`src/nrte_pkg.sv`:
```
// Shared constants, types and helper functions for the RMC time extractor.
package nrte_pkg;

   localparam logic [7:0] CHAR_DOLLAR = 8'h24;
   localparam logic [7:0] CHAR_G      = 8'h47;
   localparam logic [7:0] CHAR_P      = 8'h50;
   localparam logic [7:0] CHAR_R      = 8'h52;
   localparam logic [7:0] CHAR_M      = 8'h4D;
   localparam logic [7:0] CHAR_C      = 8'h43;
   localparam logic [7:0] CHAR_STAR   = 8'h2A;
   localparam logic [7:0] CHAR_E      = 8'h45;
   localparam logic [7:0] CHAR_N      = 8'h4E;
   localparam logic [7:0] CHAR_D      = 8'h44;
   localparam logic [7:0] CHAR_ZERO   = 8'h30;
   localparam logic [7:0] CHAR_NINE   = 8'h39;
   localparam logic [7:0] CHAR_A      = 8'h41;
   localparam logic [7:0] CHAR_F      = 8'h46;

   localparam int PREFIX_LEN = 6;
   localparam int END_LEN    = 3;
   localparam int TIME_FIRST = 7;
   localparam int TIME_END   = 13;
   localparam int TIME_DIGITS = TIME_END - TIME_FIRST;

   localparam logic [4:0] HOUR_OFFSET_RESET = 5'd8;
   localparam logic [6:0] HOURS_PER_DAY     = 7'd24;

   localparam int TDATA_W = 24;
   localparam int TUSER_W = 2;

   typedef struct packed {
      logic       valid;    // prefix, checksum and time digits good
      logic       is_end;   // token was exactly END
      logic [6:0] hour;     // raw two-digit hour, 0..99
      logic [6:0] minute;
      logic [6:0] second;
   } token_result_type;

   function automatic logic [7:0] prefix_char(input logic [2:0] idx);
      logic [7:0] ch;
      unique case (idx)
         3'd0:    ch = CHAR_DOLLAR;
         3'd1:    ch = CHAR_G;
         3'd2:    ch = CHAR_P;
         3'd3:    ch = CHAR_R;
         3'd4:    ch = CHAR_M;
         3'd5:    ch = CHAR_C;
         default: ch = 8'h00;
      endcase
      return ch;
   endfunction

   function automatic logic [7:0] end_char(input logic [1:0] idx);
      logic [7:0] ch;
      unique case (idx)
         2'd0:    ch = CHAR_E;
         2'd1:    ch = CHAR_N;
         2'd2:    ch = CHAR_D;
         default: ch = 8'h00;
      endcase
      return ch;
   endfunction

   // Bit 4 set means the byte is not an upper-case hex digit.
   function automatic logic [4:0] hex_value(input logic [7:0] ch);
      logic [7:0] diff;
      logic [4:0] v;
      if (ch >= CHAR_ZERO && ch <= CHAR_NINE) begin
         diff = ch - CHAR_ZERO;
         v = {1'b0, diff[3:0]};
      end else if (ch >= CHAR_A && ch <= CHAR_F) begin
         diff = ch - CHAR_A + 8'd10;
         v = {1'b0, diff[3:0]};
      end else begin
         v = 5'h10;
      end
      return v;
   endfunction

endpackage

```
`src/nrte_token_parser.sv`:
```
// Per-token parse state: prefix and END match, checksum, time digit capture.
module nrte_token_parser
   import nrte_pkg::*;
(
   input  logic             clock,
   input  logic             reset,
   input  logic             step,
   input  logic [7:0]       char_byte,
   input  logic             token_last,
   output token_result_type result
);

   typedef enum logic [1:0] {
      PH_BODY,
      PH_HEX_HI,
      PH_HEX_LO,
      PH_DONE
   } phase_type;

   logic [3:0] position_ff, position_in;
   logic       prefix_ff, prefix_in;
   logic       end_ff, end_in;
   phase_type  phase_ff, phase_in;
   logic [7:0] xor_ff, xor_in;
   logic [7:0] given_ff, given_in;
   logic       bad_ff, bad_in;
   logic [3:0] digit_ff [TIME_DIGITS];
   logic [3:0] digit_in [TIME_DIGITS];

   logic [4:0] hex;
   logic [7:0] dec;
   logic [2:0] digit_idx;
   logic       in_time;

   always_comb begin
      hex         = hex_value(char_byte);
      dec         = char_byte - CHAR_ZERO;
      position_in = position_ff;
      prefix_in   = prefix_ff;
      end_in      = end_ff;
      phase_in    = phase_ff;
      xor_in      = xor_ff;
      given_in    = given_ff;
      bad_in      = bad_ff;
      digit_in    = digit_ff;

      if (position_ff < 4'(PREFIX_LEN) && char_byte != prefix_char(position_ff[2:0]))
         prefix_in = 1'b0;
      if (position_ff >= 4'(END_LEN) || char_byte != end_char(position_ff[1:0]))
         end_in = 1'b0;

      in_time   = position_ff >= 4'(TIME_FIRST) && position_ff < 4'(TIME_END);
      digit_idx = 3'(position_ff - 4'(TIME_FIRST));
      if (in_time) begin
         if (char_byte >= CHAR_ZERO && char_byte <= CHAR_NINE)
            digit_in[digit_idx] = dec[3:0];
         else
            bad_in = 1'b1;
      end

      unique case (phase_ff)
         PH_BODY: begin
            if (char_byte == CHAR_STAR)
               phase_in = PH_HEX_HI;
            else if (position_ff != 4'd0)
               xor_in = xor_ff ^ char_byte;
         end
         PH_HEX_HI, PH_HEX_LO: begin
            if (hex[4])
               bad_in = 1'b1;
            else
               given_in = {given_ff[3:0], hex[3:0]};
            phase_in = (phase_ff == PH_HEX_HI) ? PH_HEX_LO : PH_DONE;
         end
         PH_DONE: ;
      endcase

      if (position_ff < 4'(TIME_END))
         position_in = position_ff + 4'd1;

      result.valid  = prefix_in && phase_in == PH_DONE && !bad_in &&
                      xor_in == given_in && position_in >= 4'(TIME_END);
      result.is_end = end_in && position_in == 4'(END_LEN);
      result.hour   = 7'(digit_in[0]) * 7'd10 + 7'(digit_in[1]);
      result.minute = 7'(digit_in[2]) * 7'd10 + 7'(digit_in[3]);
      result.second = 7'(digit_in[4]) * 7'd10 + 7'(digit_in[5]);
   end

   always_ff @(posedge clock) begin
      if (reset || (step && token_last)) begin
         position_ff <= '0;
         prefix_ff   <= 1'b1;
         end_ff      <= 1'b1;
         phase_ff    <= PH_BODY;
         xor_ff      <= '0;
         given_ff    <= '0;
         bad_ff      <= 1'b0;
         for (int k = 0; k < TIME_DIGITS; k++)
            digit_ff[k] <= '0;
      end else if (step) begin
         position_ff <= position_in;
         prefix_ff   <= prefix_in;
         end_ff      <= end_in;
         phase_ff    <= phase_in;
         xor_ff      <= xor_in;
         given_ff    <= given_in;
         bad_ff      <= bad_in;
         digit_ff    <= digit_in;
      end
   end

endmodule

```
`src/nrte_time_hold.sv`:
```
// Held time, hour offset register and the registered result item.
module nrte_time_hold
   import nrte_pkg::*;
(
   input  logic                 clock,
   input  logic                 reset,
   input  logic                 csr_wr_en,
   input  logic [4:0]           csr_wr_data,
   input  logic                 load,
   input  token_result_type     result,
   output logic                 out_free,
   output logic                 rsp_tvalid,
   input  logic                 rsp_tready,
   output logic [TDATA_W-1:0]   rsp_tdata,
   output logic [TUSER_W-1:0]   rsp_tuser
);

   logic [4:0]         offset_ff;
   logic [4:0]         hour_ff, hour_in;
   logic [6:0]         min_ff, min_in;
   logic [6:0]         sec_ff, sec_in;
   logic               valid_ff, valid_in;
   logic [TDATA_W-1:0] data_ff, data_in;
   logic [TUSER_W-1:0] user_ff, user_in;

   logic [6:0] hour_mod;
   logic [6:0] sum;
   logic [6:0] local_hour;

   always_comb begin
      // raw hour is at most 99, so four steps of 24 cover it
      if (result.hour < HOURS_PER_DAY)
         hour_mod = result.hour;
      else if (result.hour < 7'(2 * HOURS_PER_DAY))
         hour_mod = result.hour - HOURS_PER_DAY;
      else if (result.hour < 7'(3 * HOURS_PER_DAY))
         hour_mod = result.hour - 7'(2 * HOURS_PER_DAY);
      else if (result.hour < 7'(4 * HOURS_PER_DAY))
         hour_mod = result.hour - 7'(3 * HOURS_PER_DAY);
      else
         hour_mod = result.hour - 7'(4 * HOURS_PER_DAY);

      hour_in = hour_ff;
      min_in  = min_ff;
      sec_in  = sec_ff;
      if (result.valid) begin
         hour_in = hour_mod[4:0];
         min_in  = result.minute;
         sec_in  = result.second;
      end

      // held hour < 24 and offset < 32, so the sum stays below 72
      sum = 7'(hour_in) + 7'(offset_ff);
      if (sum < HOURS_PER_DAY)                local_hour = sum;
      else if (sum < 7'(2 * HOURS_PER_DAY))   local_hour = sum - HOURS_PER_DAY;
      else                                    local_hour = sum - 7'(2 * HOURS_PER_DAY);

      out_free = !valid_ff || rsp_tready;
      valid_in = load ? 1'b1 : (rsp_tready ? 1'b0 : valid_ff);
      data_in  = {5'd0, sec_in, min_in, local_hour[4:0]};
      user_in  = {result.is_end, result.valid};
   end

   always_ff @(posedge clock) begin
      if (reset) begin
         offset_ff <= HOUR_OFFSET_RESET;
         hour_ff   <= '0;
         min_ff    <= '0;
         sec_ff    <= '0;
         valid_ff  <= 1'b0;
      end else begin
         if (csr_wr_en)
            offset_ff <= csr_wr_data;
         if (load) begin
            hour_ff <= hour_in;
            min_ff  <= min_in;
            sec_ff  <= sec_in;
         end
         valid_ff <= valid_in;
      end
   end

   always_ff @(posedge clock) begin
      if (load) begin
         data_ff <= data_in;
         user_ff <= user_in;
      end
   end

   assign rsp_tvalid = valid_ff;
   assign rsp_tdata  = data_ff;
   assign rsp_tuser  = user_ff;

endmodule

```
`src/nmea_rmc_time_extract_core.sv`:
```
// Top level of the NMEA RMC checksum check and time extractor.
//
// Request channel: one byte of a token per item in req_tdata, req_tlast on
// the final byte. Every byte is token content; only tlast ends a token.
// Response channel: one item per token, sent after its last byte. tuser
// carries pass/fail and the END flag, tdata the held time with the hour
// moved by the offset register, modulo 24. csr_wr_en writes the hour offset
// (reset value 8); the user must write it only while the block is idle (not enforced).
//
// Data path: an accepted byte is held in the input register; when it is a
// last byte, its result is then loaded into the response register, which
// drives rsp_tvalid. Throughput is one byte per cycle while no last byte
// waits for the response slot, set by the single input register feeding
// the token parser and result register.
// Reset (synchronous) clears the token state and the held time, sets the
// offset back to 8, and empties both registers. When the receiver stalls the
// response holds; non-last bytes keep flowing, and a last byte waits in the
// input register until the response slot frees, holding req_tready low.
module nmea_rmc_time_extract_core
   import nrte_pkg::*;
(
   input  logic               clock,
   input  logic               reset,
   input  logic               req_tvalid,
   output logic               req_tready,
   input  logic [7:0]         req_tdata,   // [7:0] char_byte
   input  logic               req_tlast,   // token_last
   output logic               rsp_tvalid,
   input  logic               rsp_tready,
   output logic [TDATA_W-1:0] rsp_tdata,   // [4:0] local_hour, [11:5] held_minute,
                                           // [18:12] held_second, [23:19] zero
   output logic [TUSER_W-1:0] rsp_tuser,   // [0] sentence_valid, [1] end_token
   input  logic               csr_wr_en,
   input  logic [4:0]         csr_wr_data  // hour_offset
);

   logic             in_valid_ff, in_valid_in;
   logic [7:0]       in_byte_ff;
   logic             in_last_ff;
   logic             advance;
   logic             out_free;
   token_result_type result;

   assign advance     = in_valid_ff && (!in_last_ff || out_free);
   assign req_tready  = !in_valid_ff || advance;
   assign in_valid_in = (req_tvalid && req_tready) ? 1'b1 :
                        (advance ? 1'b0 : in_valid_ff);

   always_ff @(posedge clock) begin
      if (reset)
         in_valid_ff <= 1'b0;
      else
         in_valid_ff <= in_valid_in;
   end

   always_ff @(posedge clock) begin
      if (req_tvalid && req_tready) begin
         in_byte_ff <= req_tdata;
         in_last_ff <= req_tlast;
      end
   end

   nrte_token_parser u_parser (
      .clock      (clock),
      .reset      (reset),
      .step       (advance),
      .char_byte  (in_byte_ff),
      .token_last (in_last_ff),
      .result     (result)
   );

   nrte_time_hold u_hold (
      .clock       (clock),
      .reset       (reset),
      .csr_wr_en   (csr_wr_en),
      .csr_wr_data (csr_wr_data),
      .load        (advance && in_last_ff),
      .result      (result),
      .out_free    (out_free),
      .rsp_tvalid  (rsp_tvalid),
      .rsp_tready  (rsp_tready),
      .rsp_tdata   (rsp_tdata),
      .rsp_tuser   (rsp_tuser)
   );

endmodule

```
`config.mk`:
```
export PLATFORM = sky130hd
export DESIGN_NAME = nmea_rmc_time_extract_core
export DESIGN_NICKNAME = d
export VERILOG_FILES = /design/src/nrte_pkg.sv /design/src/nrte_token_parser.sv /design/src/nrte_time_hold.sv /design/src/nmea_rmc_time_extract_core.sv
export SDC_FILE = /design/constraint.sdc
export NUM_CORES = 1
export LEC_CHECK = 0
export BUFFER_PORTS_ARGS = -buffer_cell sky130_fd_sc_hd__buf_4
export CAP_MARGIN = 20
export CORE_ASPECT_RATIO = 0.75
export CORE_MARGIN = 4
export CORE_UTILIZATION = 50
export CTS_CLUSTER_DIAMETER = 60
export DETAILED_ROUTE_END_ITERATION = 8
export PLACE_DENSITY_LB_ADDON = 0.15
export SLEW_MARGIN = 20
export SYNTH_ARGS = -nofsm -noshare
export SYNTH_HDL_FRONTEND = slang
export SYNTH_SLANG_ARGS = --single-unit
```
`constraint.sdc`:
```
create_clock -name clock -period 10.8 [get_ports clock]
set_clock_uncertainty 0.05 [all_clocks]
set_input_delay 0.54 -clock clock [delete_from_list [all_inputs] [get_ports clock]]
set_output_delay 0.54 -clock clock [all_outputs]
set_load 0.005 [all_outputs]
```
==> results of run 1 <==
## power groups by stage
stage | logic, mW | registers, mW | clock network (mW)
2_1_floorplan | 0.102 | 0.431 | 0
3_3_place_gp | 0.131 | 0.437 | 0
3_5_place_dp | 0.137 | 0.438 | 0
4_1_cts | 0.139 | 0.429 | 0.333
5_1_grt | 0.154 | 0.431 | 0.345
6_report | 0.141 | 0.429 | 0.322
## final timing paths
kind | start | endpoint | slack (ns) | cells past startpoint
max | in_byte_ff[0] | u_hold.rsp_tdata[3] | 3.91 | 22
min | req_tdata[7] | in_byte_ff[7] | 0.30 | 1
max reg2reg | in_byte_ff[0] | u_hold.rsp_tdata[3] | 3.91 | 22
min reg2reg | u_parser.digit_ff[4] | u_parser.digit_ff[4] | 0.41 | 2
## per-layer routing
layer / up-vias / GRT usage, %
met4: 0 / 7.05
met1: 2641 / 32.5
met2: 218 / 36.6
li1: 2655 / -
met5: - / 0
met3: 26 / 4.35
## through the flow
stage | util [%] | setup slack, ns
finish | 56.2 | 3.91
CTS | 56.2 | 3.97
detailed placement | 54.0 | 4.02
global placement | 54.0 | 4.44
global route | 56.2 | 3.25
floorplan | - | 5.21
## synthesized netlist by cell type, types with 17 or more instances
library cell,count,area (um2)
a211oi_1,19,143
a21oi_1,51,255
clkbuf_1,37,139
dfxtp_1,75,1500
edfxtp_1,30,901
ha_1,37,463
inv_1,33,124
mux2i_1,25,250
nand2_1,64,240
nor2_1,50,188
nor3_1,17,85.1
o21ai_0,27,135
o31ai_1,22,165
xnor2_1,20,175
xor2_1,21,184
## cell type report
class / instances / area, um2
clock buffers: 9 / 225
clock inverters: 7 / 63.8
fillers: 1169 / 5680
inverters: 35 / 131
multi-input cells: 545 / 3920
flip-flops and latches: 105 / 2400
well taps: 171 / 214
repair buffers: 45 / 338
## cells by family after synthesis
family / after synthesis / share of synthesized area (%)
adder cells (fa/ha/maj): 44 / 9.09
multiplexers: 51 / 8.18
flip-flops: 105 / 36.2
XOR/XNOR: 42 / 5.75
AND/OR/NAND/NOR: 229 / 18.2
AO/OA/AOI/OAI: 174 / 17.2
other: 1 / 0.0565
buffers and inverters: 84 / 5.32
## critical path: stages (launching register included)
cell and delay [ns]:
edfxtp_1 0.65, inv_1 0.39, ha_1 0.26, o21bai_1 0.11, a21oi_1 0.73, nand2_1 0.27, a21oi_1 0.37, inv_1 0.12
ha_1 0.32, ha_1 0.21, fa_1 0.47, xnor2_1 0.36, mux2_2 0.41, and3_1 0.21, nor3_1 0.19, nor4_1 0.07
o21bai_1 0.18, ha_1 0.36, a21oi_1 0.17, xnor2_1 0.13, o21ai_0 0.17, o21ai_0 0.11, a221oi_1 0.36
## registers in the layout, indices dropped and copies added (netlist names), 2 cells and up
signal	count
u_parser.digit_ff	24
u_hold.rsp_tdata	19
in_byte_ff	8
u_parser.given_ff	8
u_parser.xor_ff	8
u_hold.min_ff	7
u_hold.sec_ff	7
u_hold.hour_ff	5
u_hold.offset_ff	5
u_parser.position_ff	4
u_hold.rsp_tuser	2
u_parser.phase_ff	2
==> metrics.md, run 1 <==
| Metric | Value |
|---|---|
| Clock Tree Root | `clkbuf_16` |
| Startpoint types | `flip-flop` |
| CORE AREA | `13000 um2` |
| Ys flop type | `dfxtp_1` |
| Synth Cell Area | `about 6600 um2` |
| Vias in the first global route | `~5.3k` |
| Seq/Total Area, Yosys | `36.2%` |
| Global Route Usage Sum | `roughly 23%` |
| VDD IR max | `between 0.09 and 0.1 mV` |
| Highest Signal Layer | `met4` |
| Post-route DRC | `0` |
| Switching Power | `~0.27 mW` |
| Final Hold Fails | `0` |
| GR Overflow Total | `0` |
| Initial antenna violation count | `0` |
| Num Clock Sinks | `around 110` |
| Initial Util | `51.2%` |
| Overall Power | `~0.89 mW` |
| Yosys reg bits | `approximately 110` |
| CP Max Fanout | `17` |
| Power share of the sequential group | `48.1%` |
| Setup TNS | `0 ns` |
| Post-DP Area | `7000 um2` |
| CTS tree | `built` |
| Worst Hold Slack | `approximately 0.3 ns` |
| Hold_buf cts | `0` |
| Asr flop ratio synth | `0%` |
| # port buffers | `41` |
| Boundary Pins | `47` |
| Sw Share | `roughly 30%` |
| Post-route ant nets | `0` |
| Clk slew on worst S/H paths | `roughly 0.08 ns` |
| Comb pwr share | `about 16%` |
| Routability congestion estimate | `around 0.90` |
| Post-Layout Cell Count | `917` |
| Largest net degree at the start of global routing | `45` |
| WL met2 | `between 7 and 8 mm` |
| Outcome | `complete, no violations` |
| WL met3 | `1.08 mm` |
| Post-Route WL | `~17 mm` |
| Post-route cell area | `approximately 7300 um2` |
| HPWL Detailed | `around 12 mm` |
| Finish-stage setup viols | `0` |
| Kind of end point of the critical path | `flip-flop` |
| Total vias in the final route | `roughly 5.5k` |
| DRT iter0 DRCs | `430` |
| Post-CTS Setup Inserts | `0` |
| Clk buf depth | `2` |
| Clk_lat worst skew | `approximately 0.36 ns` |
| CTS HTree Levels | `3` |
| CTS Buf Count | `9` |
| Commonest non-fill, non-tap cell in the layout | `dfxtp_1` |
| DRT Pass-1 Iters | `5` |
| Avg WL per Cell | `18.8 um` |
| Met1 wire length | `7.98 mm` |
| # nets final | `~800` |
| Least-Margin Pin Slew | `approximately 0.97 ns` |
| Max-slew violation count | `0` |
| Ant. Diodes | `0` |
| Setup CP Type | `reg -> reg` |
| Critical Path RT | `10.90 ns` |
| Ratio of cells with drive above 1 in the final layout | `12.2%` |
| Hold WC Path Type | `in -> reg` |
| Max transition margin | `between 30% and 40%` |
| Die H | `108 um` |
| Vias per inst | `6.04` |
| Post-synthesis cell type count | `75` |
| Tcrit/Tclk final | `a little under two thirds` |
| Max cap viols | `0` |
| Synth Warn # | `0` |
| Post-synth EDFFs | `30` |
| RSZ-0062 raised after global routing | `false` |
| Die Width | `141 um` |
| Placed Cells | `about 900` |
| Leakage power | `between 2 and 3 nW` |
| Global-route wire length before repair | `about 28 mm` |
| Max Fclk | `0.145 GHz` |
| Most frequent cells in the layout | `75 x dfxtp_1, 64 x nand2_1, 51 x a21oi_1` |
| Cell-internal power | `roughly 0.63 mW` |
| Syn Inst Count | `730` |
| Num rows | `36` |
| Area grow syn2layout | `9.94%` |
| Clock network power share | `approximately 36%` |
| Arr. time, crit path | `6.99 ns` |
| Die area | `about 15000 um2` |
| Post-CTS sizing | `0` |
| P per Cell Area | `roughly 120 nW/um2` |
| Min Tclk post-route | `6.89 ns` |
| Syn avg cell area | `~9.1 um2` |
Power figures use the tool's default switching activity.
==> run 2, diff against run 1 <==
==> constraint.sdc (replaced) <==
create_clock -name clock -period 5.7 [get_ports clock]
set_clock_uncertainty 0.05 [all_clocks]
set_input_delay 0.285 -clock clock [delete_from_list [all_inputs] [get_ports clock]]
set_output_delay 0.285 -clock clock [all_outputs]
set_load 0.005 [all_outputs]
==> metrics.md, run 2 (synthesis gave the netlist of run 1 again) <==
| Metric | Value |
|---|---|
| Outcome | `complete, no violations (unchanged)` |
| Global-route wire length before repair | `26.9 mm (was 27.9 mm)` |
| Overall Power | `1.73 mW (was 0.892 mW)` |
| Setup TNS | `0 ns (unchanged)` |
| Largest net degree at the start of global routing | `44 (was 45)` |
| Boundary Pins | `47 (unchanged)` |
| Largest register FFs | `24 (unchanged)` |
| Global Route Usage Sum | `22.1% (was 23.2%)` |
| Placed Cells | `922 (was 901)` |
| HPWL Detailed | `12.0 mm (was 12.3 mm)` |
| Post-Layout Cell Count | `947 (was 917)` |
| Ant. Diodes | `0 (unchanged)` |
| CORE AREA | `13000 um2 (unchanged)` |
| Worst path slowest cell | `fa_2 (was a21oi_1)` |
| Clk_lat worst skew | `0.35 ns (was 0.36 ns)` |
| Clock Tree Root | `clkbuf_16 (unchanged)` |
| Total vias in the final route | `5617 (was 5540)` |
| # nets final | `834 (was 804)` |
| Num Clock Sinks | `105 (unchanged)` |
| DRT Pass-1 Iters | `4 (was 5)` |
| Final Hold Fails | `0 (unchanged)` |
| Least-Margin Pin Slew | `1.02 ns (was 0.972 ns)` |
| CTS HTree Levels | `3 (unchanged)` |
| Hold WC Path Type | `in -> reg (unchanged)` |
| Initial Util | `51.2% (unchanged)` |
| Post-route DRC | `0 (unchanged)` |
| Startpoint types | `flip-flop (unchanged)` |
| CTS Buf Count | `9 (unchanged)` |
| Finish-stage setup viols | `0 (unchanged)` |
| Area grow syn2layout | `15.7% (was 9.94%)` |
| Post-route ant nets | `0 (unchanged)` |
| Post-Route WL | `16.9 mm (was 17.2 mm)` |
| Die H | `108 um (unchanged)` |
| CTS tree | `built (unchanged)` |
| VDD IR max | `0.146 mV (was 0.0991 mV)` |
| GR Overflow Total | `0 (unchanged)` |
| Critical Path RT | `5.81 ns (was 10.90 ns)` |
| CP peak stage delay | `0.57 ns (was 0.73 ns)` |
| Num rows | `36 (unchanged)` |
| Arr. time, crit path | `5.64 ns (was 6.99 ns)` |
| Ratio of cells with drive above 1 in the final layout | `19.2% (was 12.2%)` |
| Most frequent cells in the layout | `75 x buf_4, 73 x dfxtp_1, 61 x nand2_1 (was 75 x dfxtp_1, 64 x nand2_1, 51 x a21oi_1)` |
| Avg WL per Cell | `17.8 um (was 18.8 um)` |
| Commonest non-fill, non-tap cell in the layout | `buf_4 (was dfxtp_1)` |
| Clk buf depth | `2 (unchanged)` |
| Worst Hold Slack | `0.0581 ns (was 0.300 ns)` |
| Reg with most FFs | `u_parser.digit_ff (unchanged)` |
| Setup CP Type | `reg -> reg (unchanged)` |
| Leakage power | `3.15 nW (was 2.95 nW)` |
| Die Width | `141 um (unchanged)` |
| Kind of end point of the critical path | `flip-flop (unchanged)` |
| Vias in the first global route | `5326 (was 5333)` |
| Max-slew violation count | `0 (unchanged)` |
| Max Fclk | `0.181 GHz (was 0.145 GHz)` |
| Vias per inst | `5.93 (was 6.04)` |
| Tcrit/Tclk final | `96.9% (was 63.8%)` |
| P per Cell Area | `225 nW/um2 (was 122 nW/um2)` |
| Routability congestion estimate | `0.874 (was 0.897)` |
| CP Max Fanout | `7 (was 17)` |
| DRT iter0 DRCs | `320 (was 430)` |
| Min Tclk post-route | `5.53 ns (was 6.89 ns)` |
| Max cap viols | `0 (unchanged)` |
| Die area | `15200 um2 (unchanged)` |
| Clk slew on worst S/H paths | `0.07 ns (was 0.08 ns)` |
| # port buffers | `41 (unchanged)` |
| Crit path top cell by count | `ha_1 (unchanged)` |
| Initial antenna violation count | `0 (unchanged)` |
| Hold_buf cts | `0 (unchanged)` |
| Max transition margin | `31.3% (was 35.2%)` |
-- run 2: repair_timing --
| action | 4_1_cts | 5_1_grt |
|---|---|---|
| resized for setup | 4 | 37 |
| buffers inserted | 0 | 9 |
| cloned | 0 | 0 |
| endpoints found under the setup margin | 2 | 2 |
| pin swaps | 0 | 8 |
-- run 2: area by class of cell --
cell class                 count  area, um2
clock inverter                 7       77.6
clock buffer                   9        225
sequential                   105       2410
tap                          171        214
inverter                      35        131
timing repair buffer          75        563
multi-input combinational    545       4060
fill                        1097       5300
-- run 2: metrics by stage --
step	cell area, um2	utilization (%)	worst slack, ns
2_1_floorplan	6650	-	0.106
3_3_place_gp	7150	55.1	0.212
3_5_place_dp	7150	55.1	-0.0723
4_1_cts	7450	57.5	0.0211
5_1_grt	7680	59.2	-0.166
6_report	7680	59.2	0.174
-- run 2: path summary, 6_finish.rpt --
path / from / to / slack [ns] / depth (start not counted)
worst max register to register: u_parser.position_ff[1] / u_hold.rsp_tdata[3] / 0.17 / 25
worst min register to register: u_parser.digit_ff[22] / u_parser.digit_ff[22] / 0.41 / 2
worst max-delay path: u_parser.position_ff[1] / u_hold.rsp_tdata[3] / 0.17 / 25
worst min-delay path: req_tdata[4] / in_byte_ff[4] / 0.06 / 1
-- run 2: routing by layer --
layer	vias up	track usage (%)	part of all wire [%]
met1	2689	31.2	48
met2	176	34.6	45
met3	30	4.66	6.1
met4	0	5.53	1.4
met5	-	0	0
li1	2722	-	-
-- run 2: worst max-delay path, delay by kind of cell (launching register included) --
family | cells | cell delay (ns)
AND/OR/NAND/NOR | 8 | 1.27
XOR/XNOR | 2 | 0.30
buffers and inverters | 2 | 0.18
AO/OA/AOI/OAI | 8 | 1.47
flip-flops | 1 | 0.40
adder cells (fa/ha/maj) | 5 | 1.64
-- run 2: power breakdown --
| part | internal, mW | total [mW] | switching (mW) |
|---|---|---|---|
| combinational | 0.107 | 0.293 | 0.186 |
| sequential | 0.787 | 0.801 | 0.0141 |
| clock | 0.346 | 0.635 | 0.290 |
